--- src/hw/rtl/lpl_pkg.sv ---
`timescale 1ns / 1ps
`default_nettype none

package lpl_pkg;

	localparam int SAMPLE_BITS  = 24;
	localparam int MAX_CHANNELS = 2;

	localparam int GAIN_W     = 24;
	localparam int DRIVE_FRAC = 20;
	localparam int ACT_W      = 2;
	localparam int CFG_IDX_W  = 8;
	localparam int CFG_DATA_W = 24;

	// |s| * d, and that times a Q1.23 gain
	localparam int P_W    = SAMPLE_BITS + GAIN_W;
	localparam int PROD_W = P_W + GAIN_W;

	// digit-serial multiplier: 8-bit digits of the second operand
	localparam int DIGIT_W   = 8;
	localparam int MUL_STEPS = GAIN_W / DIGIT_W;
	localparam int MUL_CNT_W = $clog2(MUL_STEPS);

	// restoring divider: one quotient bit per cycle
	localparam int Q_W       = GAIN_W - 1;
	localparam int DIV_CNT_W = $clog2(Q_W);

	localparam int LIM_SHIFT = SAMPLE_BITS - 1 + DRIVE_FRAC - (GAIN_W - 1);
	localparam int OUT_SHIFT = DRIVE_FRAC + GAIN_W - 1;
	localparam int R_W       = PROD_W - OUT_SHIFT;

	localparam int IN_W  = ((2 * SAMPLE_BITS + 7) / 8) * 8;
	localparam int OUT_W = ((2 * SAMPLE_BITS + GAIN_W + 7) / 8) * 8;

	localparam logic [GAIN_W-1:0] UNITY_Q23     = GAIN_W'(8388608);
	localparam logic [GAIN_W-1:0] DRIVE_RST     = GAIN_W'(1048576);
	localparam logic [GAIN_W-1:0] RELEASE_RST   = GAIN_W'(16442298);
	localparam logic [ACT_W-1:0]  ACTIVE_RST    = ACT_W'(2);
	localparam logic [ACT_W-1:0]  ACTIVE_BYPASS = ACT_W'(0);
	localparam logic [ACT_W-1:0]  ACTIVE_STEREO = ACT_W'(2);

	localparam logic [PROD_W-1:0]      RND_BIAS = PROD_W'(1) << (OUT_SHIFT - 1);
	localparam logic [R_W-1:0]         SMP_LIM  = R_W'(1) << (SAMPLE_BITS - 1);

	localparam logic [CFG_IDX_W-1:0] CFG_DRIVE   = CFG_IDX_W'(0);
	localparam logic [CFG_IDX_W-1:0] CFG_CEILING = CFG_IDX_W'(1);
	localparam logic [CFG_IDX_W-1:0] CFG_RELEASE = CFG_IDX_W'(2);
	localparam logic [CFG_IDX_W-1:0] CFG_ACTIVE  = CFG_IDX_W'(3);

	typedef enum logic [3:0] {
		ST_IDLE,
		ST_MUL_P0,
		ST_MUL_P1,
		ST_CMP,
		ST_DIV,
		ST_GAIN,
		ST_MUL_REL,
		ST_OUT_L,
		ST_OUT_R,
		ST_DONE
	} lpl_state_t;

	// round half away from zero on the magnitude, then saturate
	function automatic logic [SAMPLE_BITS-1:0] sat_out(input logic [PROD_W-1:0] prod,
			input logic neg);
		logic [PROD_W-1:0] sum;
		logic [R_W-1:0]    r;
		logic [SAMPLE_BITS-1:0] res;
		sum = prod + RND_BIAS;
		r   = sum[PROD_W-1:OUT_SHIFT];
		if (neg) begin
			if (r > SMP_LIM)
				r = SMP_LIM;
			res = SAMPLE_BITS'(0) - r[SAMPLE_BITS-1:0];
		end else begin
			if (r > SMP_LIM - R_W'(1))
				r = SMP_LIM - R_W'(1);
			res = r[SAMPLE_BITS-1:0];
		end
		return res;
	endfunction

endpackage

`default_nettype wire

--- src/hw/rtl/linked_peak_limiter_core.sv ---
// Channel  Dir  Handshake             Payload
// s_axis   in   s_axis_tvalid/tready  sample_left, sample_right
// m_axis   out  m_axis_tvalid/tready  out_left, out_right, gain_now
// cfg      in   cfg_valid/cfg_ready   cfg_index, cfg_data
//
// One frame at a time; a bypass frame skips the multiply and divide states.
// Each product runs on the shared 8-bit-digit multiplier; a limiting
// frame also passes through the one-bit-per-cycle restoring divider.
// A new frame is taken while the previous result waits in the output register.
// Reset restores register defaults and unity gain; cfg_ready is always high.
`timescale 1ns / 1ps
`default_nettype none

module linked_peak_limiter_core (
	input  wire logic                            clk,
	input  wire logic                            arst_n,
	input  wire logic                            s_axis_tvalid,
	output logic                                 s_axis_tready,
	// [23:0] sample_left, [47:24] sample_right
	input  wire logic [lpl_pkg::IN_W-1:0]        s_axis_tdata,
	output logic                                 m_axis_tvalid,
	input  wire logic                            m_axis_tready,
	// [23:0] out_left, [47:24] out_right, [71:48] gain_now
	output logic [lpl_pkg::OUT_W-1:0]            m_axis_tdata,
	input  wire logic                            cfg_valid,
	output logic                                 cfg_ready,
	input  wire logic [lpl_pkg::CFG_IDX_W-1:0]   cfg_index,
	input  wire logic [lpl_pkg::CFG_DATA_W-1:0]  cfg_data
);
	import lpl_pkg::*;

	lpl_state_t state_q, state_d;

	logic [GAIN_W-1:0] drive_q, ceil_q, rel_q;
	logic [ACT_W-1:0]  act_q;
	logic [GAIN_W-1:0] g_q;
	logic              stereo_q, bypass_q, out_valid_q;

	logic                   neg0_q, neg1_q;
	logic [SAMPLE_BITS-1:0] mag0_q, mag1_q;
	logic [P_W-1:0]         p0_q, p1_q;
	logic [GAIN_W-1:0]      t_q, diff_q;
	logic [SAMPLE_BITS-1:0] ol_q, or_q;
	logic [SAMPLE_BITS-1:0] ol_o_q, or_o_q;
	logic [GAIN_W-1:0]      gain_o_q;

	logic                   in_fire, out_load;
	logic                   bypass_in, stereo_in;
	logic [SAMPLE_BITS-1:0] s0, s1;
	logic [P_W-1:0]         peak, limit;
	logic                   over, attack;

	logic                mul_start, mul_busy, mul_done;
	logic [P_W-1:0]      mul_a;
	logic [GAIN_W-1:0]   mul_b;
	logic [PROD_W-1:0]   mul_prod;
	logic                div_start, div_done;
	logic [Q_W-1:0]      div_quo;

	assign s0        = s_axis_tdata[SAMPLE_BITS-1:0];
	assign s1        = s_axis_tdata[2*SAMPLE_BITS-1:SAMPLE_BITS];
	assign in_fire   = s_axis_tvalid && s_axis_tready;
	assign bypass_in = act_q == ACTIVE_BYPASS;
	assign stereo_in = (MAX_CHANNELS >= 2) && (act_q >= ACTIVE_STEREO);
	assign peak      = (p0_q > p1_q) ? p0_q : p1_q;
	assign limit     = P_W'(ceil_q) << LIM_SHIFT;
	assign over      = peak > limit;
	assign attack    = t_q < g_q;
	assign cfg_ready = 1'b1;

	lpl_mul u_mul (
		.clk     (clk),
		.arst_n  (arst_n),
		.start   (mul_start),
		.a       (mul_a),
		.b       (mul_b),
		.busy    (mul_busy),
		.done    (mul_done),
		.product (mul_prod)
	);

	lpl_div u_div (
		.clk      (clk),
		.arst_n   (arst_n),
		.start    (div_start),
		.dividend (limit),
		.divisor  (peak),
		.done     (div_done),
		.quotient (div_quo)
	);

	always_comb begin
		state_d = state_q;
		unique case (state_q)
			ST_IDLE: begin
				if (in_fire)
					state_d = bypass_in ? ST_DONE : ST_MUL_P0;
			end
			ST_MUL_P0: begin
				if (mul_done)
					state_d = stereo_q ? ST_MUL_P1 : ST_CMP;
			end
			ST_MUL_P1: begin
				if (mul_done)
					state_d = ST_CMP;
			end
			ST_CMP:     state_d = over ? ST_DIV : ST_GAIN;
			ST_DIV: begin
				if (div_done)
					state_d = ST_GAIN;
			end
			ST_GAIN:    state_d = attack ? ST_OUT_L : ST_MUL_REL;
			ST_MUL_REL: begin
				if (mul_done)
					state_d = ST_OUT_L;
			end
			ST_OUT_L: begin
				if (mul_done)
					state_d = stereo_q ? ST_OUT_R : ST_DONE;
			end
			ST_OUT_R: begin
				if (mul_done)
					state_d = ST_DONE;
			end
			ST_DONE: begin
				if (!out_valid_q || m_axis_tready)
					state_d = ST_IDLE;
			end
			default:    state_d = ST_IDLE;
		endcase
	end

	always_comb begin
		s_axis_tready = state_q == ST_IDLE;
		div_start     = (state_q == ST_CMP) && over;
		out_load      = (state_q == ST_DONE) && (!out_valid_q || m_axis_tready);
		mul_start     = 1'b0;
		mul_a         = '0;
		mul_b         = '0;
		unique case (state_q)
			ST_MUL_P0: begin
				mul_a = P_W'(mag0_q);
				mul_b = drive_q;
			end
			ST_MUL_P1: begin
				mul_a = P_W'(mag1_q);
				mul_b = drive_q;
			end
			ST_MUL_REL: begin
				mul_a = P_W'(diff_q);
				mul_b = rel_q;
			end
			ST_OUT_L: begin
				mul_a = p0_q;
				mul_b = g_q;
			end
			ST_OUT_R: begin
				mul_a = p1_q;
				mul_b = g_q;
			end
			default: begin
			end
		endcase
		if (state_q == ST_MUL_P0 || state_q == ST_MUL_P1 || state_q == ST_MUL_REL ||
				state_q == ST_OUT_L || state_q == ST_OUT_R)
			mul_start = !mul_busy && !mul_done;
	end

	always_ff @(posedge clk or negedge arst_n) begin
		if (!arst_n) begin
			state_q     <= ST_IDLE;
			drive_q     <= DRIVE_RST;
			ceil_q      <= UNITY_Q23;
			rel_q       <= RELEASE_RST;
			act_q       <= ACTIVE_RST;
			g_q         <= UNITY_Q23;
			stereo_q    <= 1'b0;
			bypass_q    <= 1'b0;
			out_valid_q <= 1'b0;
		end else begin
			state_q <= state_d;
			if (cfg_valid && cfg_ready) begin
				unique case (cfg_index)
					CFG_DRIVE:   drive_q <= cfg_data;
					CFG_CEILING: ceil_q  <= cfg_data;
					CFG_RELEASE: rel_q   <= cfg_data;
					CFG_ACTIVE:  act_q   <= cfg_data[ACT_W-1:0];
					default: begin
					end
				endcase
			end
			if (in_fire) begin
				stereo_q <= stereo_in;
				bypass_q <= bypass_in;
			end
			if (state_q == ST_GAIN && attack)
				g_q <= t_q;
			if (state_q == ST_MUL_REL && mul_done)
				g_q <= t_q - mul_prod[2*GAIN_W-1:GAIN_W];
			if (out_load)
				out_valid_q <= 1'b1;
			else if (m_axis_tready)
				out_valid_q <= 1'b0;
		end
	end

	always_ff @(posedge clk) begin
		if (in_fire) begin
			neg0_q <= s0[SAMPLE_BITS-1];
			neg1_q <= s1[SAMPLE_BITS-1];
			mag0_q <= s0[SAMPLE_BITS-1] ? (SAMPLE_BITS'(0) - s0) : s0;
			mag1_q <= s1[SAMPLE_BITS-1] ? (SAMPLE_BITS'(0) - s1) : s1;
			p1_q   <= '0;
			if (bypass_in) begin
				ol_q <= s0;
				or_q <= s1;
			end else if (!stereo_in) begin
				or_q <= '0;
			end
		end
		if (mul_done) begin
			unique case (state_q)
				ST_MUL_P0: p0_q <= mul_prod[P_W-1:0];
				ST_MUL_P1: p1_q <= mul_prod[P_W-1:0];
				ST_OUT_L:  ol_q <= sat_out(mul_prod, neg0_q);
				ST_OUT_R:  or_q <= sat_out(mul_prod, neg1_q);
				default: begin
				end
			endcase
		end
		if (state_q == ST_CMP && !over)
			t_q <= UNITY_Q23;
		if (state_q == ST_DIV && div_done)
			t_q <= GAIN_W'(div_quo);
		if (state_q == ST_GAIN)
			diff_q <= t_q - g_q;
		if (out_load) begin
			ol_o_q   <= ol_q;
			or_o_q   <= or_q;
			gain_o_q <= g_q;
		end
	end

	assign m_axis_tvalid = out_valid_q;
	assign m_axis_tdata  = OUT_W'({gain_o_q, or_o_q, ol_o_q});

	a_gain_le_unity: assert property (@(posedge clk) disable iff (!arst_n)
		g_q <= UNITY_Q23)
		else $error("gain above unity");

	a_div_in_state: assert property (@(posedge clk) disable iff (!arst_n)
		div_done |-> (state_q == ST_DIV))
		else $error("divider finished outside divide state");

	a_mul_in_state: assert property (@(posedge clk) disable iff (!arst_n)
		mul_done |-> (state_q == ST_MUL_P0 || state_q == ST_MUL_P1 ||
			state_q == ST_MUL_REL || state_q == ST_OUT_L || state_q == ST_OUT_R))
		else $error("multiplier finished outside multiply state");

	a_mono_right_zero: assert property (@(posedge clk) disable iff (!arst_n)
		(state_q == ST_DONE && !stereo_q && !bypass_q) |-> (or_q == '0))
		else $error("right channel not zero in mono");

endmodule

`default_nettype wire

--- src/hw/rtl/lpl_mul.sv ---
`timescale 1ns / 1ps
`default_nettype none

module lpl_mul (
	input  wire logic                        clk,
	input  wire logic                        arst_n,
	input  wire logic                        start,
	input  wire logic [lpl_pkg::P_W-1:0]     a,
	input  wire logic [lpl_pkg::GAIN_W-1:0]  b,
	output logic                             busy,
	output logic                             done,
	output logic [lpl_pkg::PROD_W-1:0]       product
);
	import lpl_pkg::*;

	logic [PROD_W-1:0]    a_q;
	logic [PROD_W-1:0]    acc_q;
	logic [GAIN_W-1:0]    b_q;
	logic [MUL_CNT_W-1:0] cnt_q;
	logic                 busy_q;
	logic                 done_q;

	always_ff @(posedge clk or negedge arst_n) begin
		if (!arst_n) begin
			busy_q <= 1'b0;
			done_q <= 1'b0;
			cnt_q  <= '0;
		end else begin
			done_q <= 1'b0;
			if (start) begin
				busy_q <= 1'b1;
				cnt_q  <= '0;
			end else if (busy_q) begin
				cnt_q <= cnt_q + MUL_CNT_W'(1);
				if (cnt_q == MUL_CNT_W'(MUL_STEPS - 1)) begin
					busy_q <= 1'b0;
					done_q <= 1'b1;
				end
			end
		end
	end

	// one digit of b per cycle, LSB digit first
	always_ff @(posedge clk) begin
		if (start) begin
			a_q   <= PROD_W'(a);
			b_q   <= b;
			acc_q <= '0;
		end else if (busy_q) begin
			acc_q <= acc_q + a_q * PROD_W'(b_q[DIGIT_W-1:0]);
			a_q   <= a_q << DIGIT_W;
			b_q   <= b_q >> DIGIT_W;
		end
	end

	assign busy    = busy_q;
	assign done    = done_q;
	assign product = acc_q;

	a_start_idle: assert property (@(posedge clk) disable iff (!arst_n)
		start |-> (!busy_q && !done_q))
		else $error("multiplier started while busy");

endmodule

`default_nettype wire

--- src/hw/rtl/lpl_div.sv ---
`timescale 1ns / 1ps
`default_nettype none

module lpl_div (
	input  wire logic                     clk,
	input  wire logic                     arst_n,
	input  wire logic                     start,
	input  wire logic [lpl_pkg::P_W-1:0]  dividend,
	input  wire logic [lpl_pkg::P_W-1:0]  divisor,
	output logic                          done,
	output logic [lpl_pkg::Q_W-1:0]       quotient
);
	import lpl_pkg::*;

	logic [P_W-1:0]       rem_q;
	logic [P_W-1:0]       dvs_q;
	logic [Q_W-1:0]       quo_q;
	logic [DIV_CNT_W-1:0] cnt_q;
	logic                 busy_q;
	logic                 done_q;
	logic [P_W:0]         rem_sh;
	logic                 ge;

	assign rem_sh = {rem_q, 1'b0};
	assign ge     = rem_sh >= {1'b0, dvs_q};

	always_ff @(posedge clk or negedge arst_n) begin
		if (!arst_n) begin
			busy_q <= 1'b0;
			done_q <= 1'b0;
			cnt_q  <= '0;
		end else begin
			done_q <= 1'b0;
			if (start) begin
				busy_q <= 1'b1;
				cnt_q  <= '0;
			end else if (busy_q) begin
				cnt_q <= cnt_q + DIV_CNT_W'(1);
				if (cnt_q == DIV_CNT_W'(Q_W - 1)) begin
					busy_q <= 1'b0;
					done_q <= 1'b1;
				end
			end
		end
	end

	// remainder stays below the divisor, so it always fits in P_W bits
	always_ff @(posedge clk) begin
		if (start) begin
			rem_q <= dividend;
			dvs_q <= divisor;
			quo_q <= '0;
		end else if (busy_q) begin
			rem_q <= ge ? P_W'(rem_sh - {1'b0, dvs_q}) : rem_sh[P_W-1:0];
			quo_q <= {quo_q[Q_W-2:0], ge};
		end
	end

	assign done     = done_q;
	assign quotient = quo_q;

endmodule

`default_nettype wire
--- config.mk ---
export PLATFORM = sky130hd
export DESIGN_NAME = linked_peak_limiter_core
export DESIGN_NICKNAME = d
export VERILOG_FILES = /design/src/hw/rtl/lpl_pkg.sv /design/src/hw/rtl/linked_peak_limiter_core.sv /design/src/hw/rtl/lpl_mul.sv /design/src/hw/rtl/lpl_div.sv
export SDC_FILE = /design/constraint.sdc
export NUM_CORES = 2
export LEC_CHECK = 0
export BUFFER_PORTS_ARGS = -buffer_cell sky130_fd_sc_hd__buf_2
export CORE_MARGIN = 2
export CORE_UTILIZATION = 53
export DETAILED_ROUTE_END_ITERATION = 10
export GPL_TIMING_DRIVEN = 0
export PLACE_DENSITY = 0.72
export SLEW_MARGIN = 40
export SYNTH_ARGS = -nofsm -noshare
export SYNTH_HDL_FRONTEND = slang
export SYNTH_SLANG_ARGS = --single-unit
--- constraint.sdc ---
create_clock -name clk -period 16.35 [get_ports clk]
set_clock_uncertainty 0.2 [all_clocks]
set_input_delay 1.635 -clock clk [delete_from_list [all_inputs] [get_ports clk]]
set_output_delay 1.635 -clock clk [all_outputs]
set_load 0.005 [all_outputs]
Word level (Yosys, flattened, before mapping)
Cells that the tools add are included.
{"block": "word_totals", "reg_bits": 716, "input_bits": 85, "out_inout_bits": 75}
{"block": "classes", "n_addsub": 11, "multipliers": 1, "order_cmp": 7, "n_eq_ne": 22, "mux": 71, "reduce_logical": 33}
{"operator": "$mux 24", "n": 23}
{"operator": "$mux 48", "n": 7}
{"operator": "$pmux 48 s5", "n": 1}
{"operator": "$sub 1x24->24 const A", "n": 4}
{"operator": "$mux 23", "n": 4}
{"operator": "$mux 44", "n": 2}
{"operator": "$add 72x43->72 const B", "n": 1}
{"operator": "$add 72x72->72", "n": 1}
{"operator": "$mul 72x8->72", "n": 1}
{"operator": "$pmux 24 s3", "n": 1}
{"operator": "$ge 49x48->1", "n": 1}
{"operator": "$gt 48x44->1", "n": 1}
{"operator": "$gt 48x48->1", "n": 1}
{"operator": "$sub 24x24->24", "n": 2}
{"operator": "$sub 48x48->48", "n": 1}
{"operator": "$pmux 4 s10", "n": 1}
{"operator": "$mux 4", "n": 9}
{"operator": "$gt 29x23->1 const B", "n": 1}
{"operator": "$gt 29x24->1 const B", "n": 1}
{"operator": "$lt 24x24->1", "n": 1}
{"operator": "$mux 1", "n": 19}
{"operator": "$eq 4x3->1 const B", "n": 4}
{"operator": "$eq 8x2->1 const B", "n": 2}
{"operator": "$ne 2x1->1 const B", "n": 7}
{"operator": "22 further kinds", "n": 49}

Longest topological paths before layout
{"block": "depth", "depth_word": 10, "depth_mapped": 26, "depth_no_buf": 22}

Hierarchy
A second synthesis with hierarchy kept.
{"block": "hier_totals", "cells_unflattened": 5742, "area_unflattened_um2": 56370.3}
{"module": "lpl_mul", "instances": 1, "cells_each": 2743, "area_each_um2": 25355.6}
{"module": "linked_peak_limiter_core", "instances": 1, "cells_each": 2187, "area_each_um2": 22934.5}
{"module": "lpl_div", "instances": 1, "cells_each": 812, "area_each_um2": 8080.2}

Worst setup path after synthesis
Ideal clock, no wire load.
{"block": "synth_path", "path_kind": "input -> register", "start": "input port m_axis_tready", "end": "register gain_o_q[0] (enable)", "setup_time_ns": 0.591, "arrival_ns": 6.568, "required_time_ns": 15.559, "setup_slack_ns": 8.991, "cell_stages": 2, "cell_sequence": "nor2b_1 nor3_1"}
{"block": "synth_between", "elab_chain_cells": 2}
{"element": "start, declared", "line": "linked_peak_limiter_core.sv:22", "rtl": "input wire logic m_axis_tready,"}
{"element": "$logic_or 1x1->1", "line": "linked_peak_limiter_core.sv:136", "rtl": "out_load = (state_q == ST_DONE) && (!out_valid_q || m_axis_tready);"}
{"element": "$logic_and 1x1->1", "line": "linked_peak_limiter_core.sv:136"}
{"element": "net out_load", "line": "linked_peak_limiter_core.sv:47", "rtl": "logic in_fire, out_load;"}
{"element": "end signal, assigned", "line": "linked_peak_limiter_core.sv:240", "rtl": "gain_o_q <= g_q;"}
{"element": "end, declared", "line": "linked_peak_limiter_core.sv:45", "rtl": "logic [GAIN_W-1:0] gain_o_q;"}
The timed path passes the listed nets, and every way through them passes these cells.
A chain may end at the register's enable or synchronous reset.

Worst setup path after layout
{"block": "layout_path", "start": "register p0_q[47]", "end": "register u_div.dvs_q[15] (enable)"}
{"block": "layout_between", "elab_chain_cells": 4}
{"element": "start, declared", "line": "linked_peak_limiter_core.sv:41", "rtl": "logic [P_W-1:0] p0_q, p1_q;"}
{"element": "start signal, assigned", "line": "linked_peak_limiter_core.sv:223", "rtl": "ST_MUL_P0: p0_q <= mul_prod[P_W-1:0];"}
{"element": "$gt 48x48->1", "line": "linked_peak_limiter_core.sv:65", "rtl": "assign peak = (p0_q > p1_q) ? p0_q : p1_q;"}
{"element": "$mux 48", "line": "linked_peak_limiter_core.sv:65"}
{"element": "net peak[39]", "line": "linked_peak_limiter_core.sv:50", "rtl": "logic [P_W-1:0] peak, limit;"}
{"element": "$gt 48x44->1", "line": "linked_peak_limiter_core.sv:67", "rtl": "assign over = peak > limit;"}
{"element": "$logic_and 1x1->1", "line": "linked_peak_limiter_core.sv:135", "rtl": "div_start = (state_q == ST_CMP) && over;"}
{"element": "net div_start", "line": "linked_peak_limiter_core.sv:57", "rtl": "logic div_start, div_done;"}
{"element": "end signal, assigned", "line": "lpl_div.sv:51", "rtl": "dvs_q <= divisor;"}
{"element": "end, declared", "line": "lpl_div.sv:16", "rtl": "logic [P_W-1:0] dvs_q;"}
The timed path passes the listed nets, and every way through them passes these cells.

==> results.toml <==
[outcome]
status = "finished clean"

[drt]
drtAntennaViolNets = 0
first_pass_iters = 10
via_count = 44200
drc = 0
drtIter0Drc = 5139
wirelength_um = 179000
viasPerCell = 6.15
wl_per_cell_um = 24.9

[global_routing]
grt_max_degree = 73
grt_pass1_wl_um = 271000
antenna_found_initial = 3
gr-total-overflow = 0
groute.usage.overall = 0.347
grt_pass1_vias = 43300

[clock_network]
ctsHoldBuffers = 0
cts_tree = "yes"
clk_pin_slew_worst_paths_ps = 60
root_buffer = "clkbuf_16"
clk_latency_ps = 670
post_cts_resize_count = 0
clock_path_buffers = 3
numCtsBuffers = 80
ctsHtreeMaxLevel = 3
post_cts_buffers = 0
cts.sinks = 716

[min_path]
hold_path_depth = 0
hp-start = "u_mul.product[45]"
min_path_type = "reg2reg"

[yosys]
synth_top_family_by_area = "adder cells"
synthArstFlopShare = 0.161
syn_area_um2 = 53800
syn_avg_cell_area_um2 = 9.79
synth.ff_latch_count = 716
yosysSeqAreaShare = 0.345
syn_nets = 6302
synthXorXnorAreaFrac = 0.0394
synth_ff_type = "edfxtp_1"
synth-compound-area-share = 0.148
yosys-top-cells-area = "edfxtp_1 (20%), fa_1 (17%), dfxtp_1 (8.9%)"
synth_cell_types = 89
synthCells = 5493
synthSimpleGateAreaFrac = 0.143
synth_fa_ha_area_frac = 0.234
synth_largest_area_cell = "edfxtp_1"
synth.top_cell.area_share = 0.201
synth.area.mux_share = 0.0262
yosys_warnings = 0
synth_edf_count = 361

[power_and_ir_drop]
seq_power_share = 0.485
comb_power_share = 0.018
intPower_mw = 3.04
p_switching_mw = 0.861
power_mw = 3.90
powerDensity_nw_per_um2 = 65.6
clockPowerShare = 0.497
power_leakage_nw = 24.3
max-vdd-ir-drop_mv = 0.0680
switching_share = 0.221

[flow_run]
drv_cap = 0

[place]
port_buffers = 158
pre_cts_ws_ps = 7720
dp_hpwl_um = 142000
gp_congestion = 1.01

[cells_and_area]
final_nets = 6563
final_cell_mix = "nand2_1 (681), inv_1 (559), fa_1 (469)"
fillers = 8662
syn2layout_area_growth_pct = 10.5
layout_commonest_cell = "nand2_1"
drive_gt1_frac = 0.0888

[floorplanning]
floorplan.die_area_um2 = 104000
dieWidth_um = 323
io_pins = 160
start_util = 0.536
die_h_um = 323
core_um2 = 100000
rows = 116

[worst_setup_path]
cp-end-kind = "register"
cp.arrival_ps = 8680
worstSetupPathType = "reg2reg"
crit_chain = "ha_1 > nand4_1 > nor4_2 > and4_1 > nand3_1 > o21ai_1 > clkbuf_1 > clkbuf_1 > nand2_1 > o21ai_1 > ha_1 > nand4_1 > or3_1 > nor3_2 > o221ai_1 > nand3_1 > a31o_2 > nor4b_2 > buf_2 > buf_2 > buf_4"
r2r_cells = 21
critPathMaxStageDelay_ps = 650
cp_max_fo = 57
reg2reg_from = "p0_q[47]"
critPathLaunchType = "register"
path_buf_inv = 5
startpoint = "p0_q[47]"
cp_slowest_cell = "buf_4"
path_delay_family = "simple AND/OR/NAND/NOR gates"
cp.required_ps = 16430
worst-path-stages = 21

[sta]
max_freq_ghz = 0.116
finalHoldViolCount = 0
rsz0062_at_grt = "false"
post-route-period-util = 0.526
tightest_slew_ps = 938
whs_ps = 229
drv_slew = 0
fin_crit_ps = 8600
setup_violations = 0
setup_ws_ps = 7750
slew_headroom = 0.368
tns_ps = 0
## synth_stat cells, drive strengths merged (77+ instances only)
master and instances:
nand2 681, inv 562, fa 469, edfxtp 361, nor2 273, clkbuf 270, ha 255, o21ai 251
and2 247, dfxtp 240, a21oi 232, xnor2 172, a21o 109, dfrtp 95, o22ai 78, mux2 77
## power by group through the flow
stage / Clock, mW / Combinational [mW] / Sequential, mW
2_1_floorplan: 0 / 0.0293 / 1.93
3_3_place_gp: 0 / 0.0653 / 1.93
3_5_place_dp: 0 / 0.0685 / 1.93
4_1_cts: 1.94 / 0.0690 / 1.89
5_1_grt: 2.01 / 0.0758 / 1.89
6_report: 1.94 / 0.0698 / 1.89
## flip-flops by register name (all words and copies together), names as in the netlist, 4 cells and up
name / count
u_div.quotient: 23
drive_q: 24
u_div.cnt_q: 5
diff_q: 24
mag0_q: 24
u_div.dvs_q: 48
u_mul.product: 72
u_div.rem_q: 48
gain_o_q: 24
ol_q: 24
u_mul.b_q: 24
or_o_q: 24
or_q: 24
ceil_q: 24
p1_q: 48
g_q: 24
t_q: 24
p0_q: 48
rel_q: 24
u_mul.a_q: 72
mag1_q: 24
ol_o_q: 24
state_q: 4
## cell families after synthesis
kind of cell               after synthesis
DFF                                    716
muxes                                  131
and+or+nand+nor                       1611
xor gates and xnor gates               242
AOI/OAI and AO/OA                     1181
adders and majority gates              724
other                                    1
buffers and inverters                  887
## layout make-up
type / count / area [um2] / share of cell area
Buffer: 323 / 1390 / 0.0233
Clock inverter: 44 / 572 / 0.00962
Sequential cell: 716 / 18500 / 0.312
Antenna cell: 3 / 7.51 / 0.000126
Tap cell: 1357 / 1700 / 0.0286
Multi-Input combinational cell: 3890 / 31800 / 0.536
Inverter: 564 / 2120 / 0.0357
Timing Repair Buffer: 179 / 1020 / 0.0172
Clock buffer: 106 / 2240 / 0.0377
## routing by layer
metal,vias to the layer above,track usage,share of wire
li1,19500,-,-
met1,22000,0.468,0.40
met2,2210,0.525,0.44
met3,448,0.0707,0.095
met4,0,0.188,0.064
met5,-,0,0
## metrics by stage
stage	cell area, um2	utilization	instances
2_1_floorplan	53800	-	5493
3_3_place_gp	56300	0.561	7008
3_5_place_dp	56600	0.564	7027
4_1_cts	59400	0.592	7177
5_1_grt	59400	0.593	7180
6_report	59400	0.593	7182
## path summary, 6_finish.rpt
check	end	slack (ps)
worst max register to register	u_div.dvs_q[15]	7750
worst max-delay path	u_div.dvs_q[15]	7750
max in group asynchronous	rel_q[3]	14560
worst min-delay path	p0_q[45]	230
worst min register to register	p0_q[45]	230
min in group asynchronous	drive_q[9]	670
No activity file was read; power rests on OpenSTA's default activity.
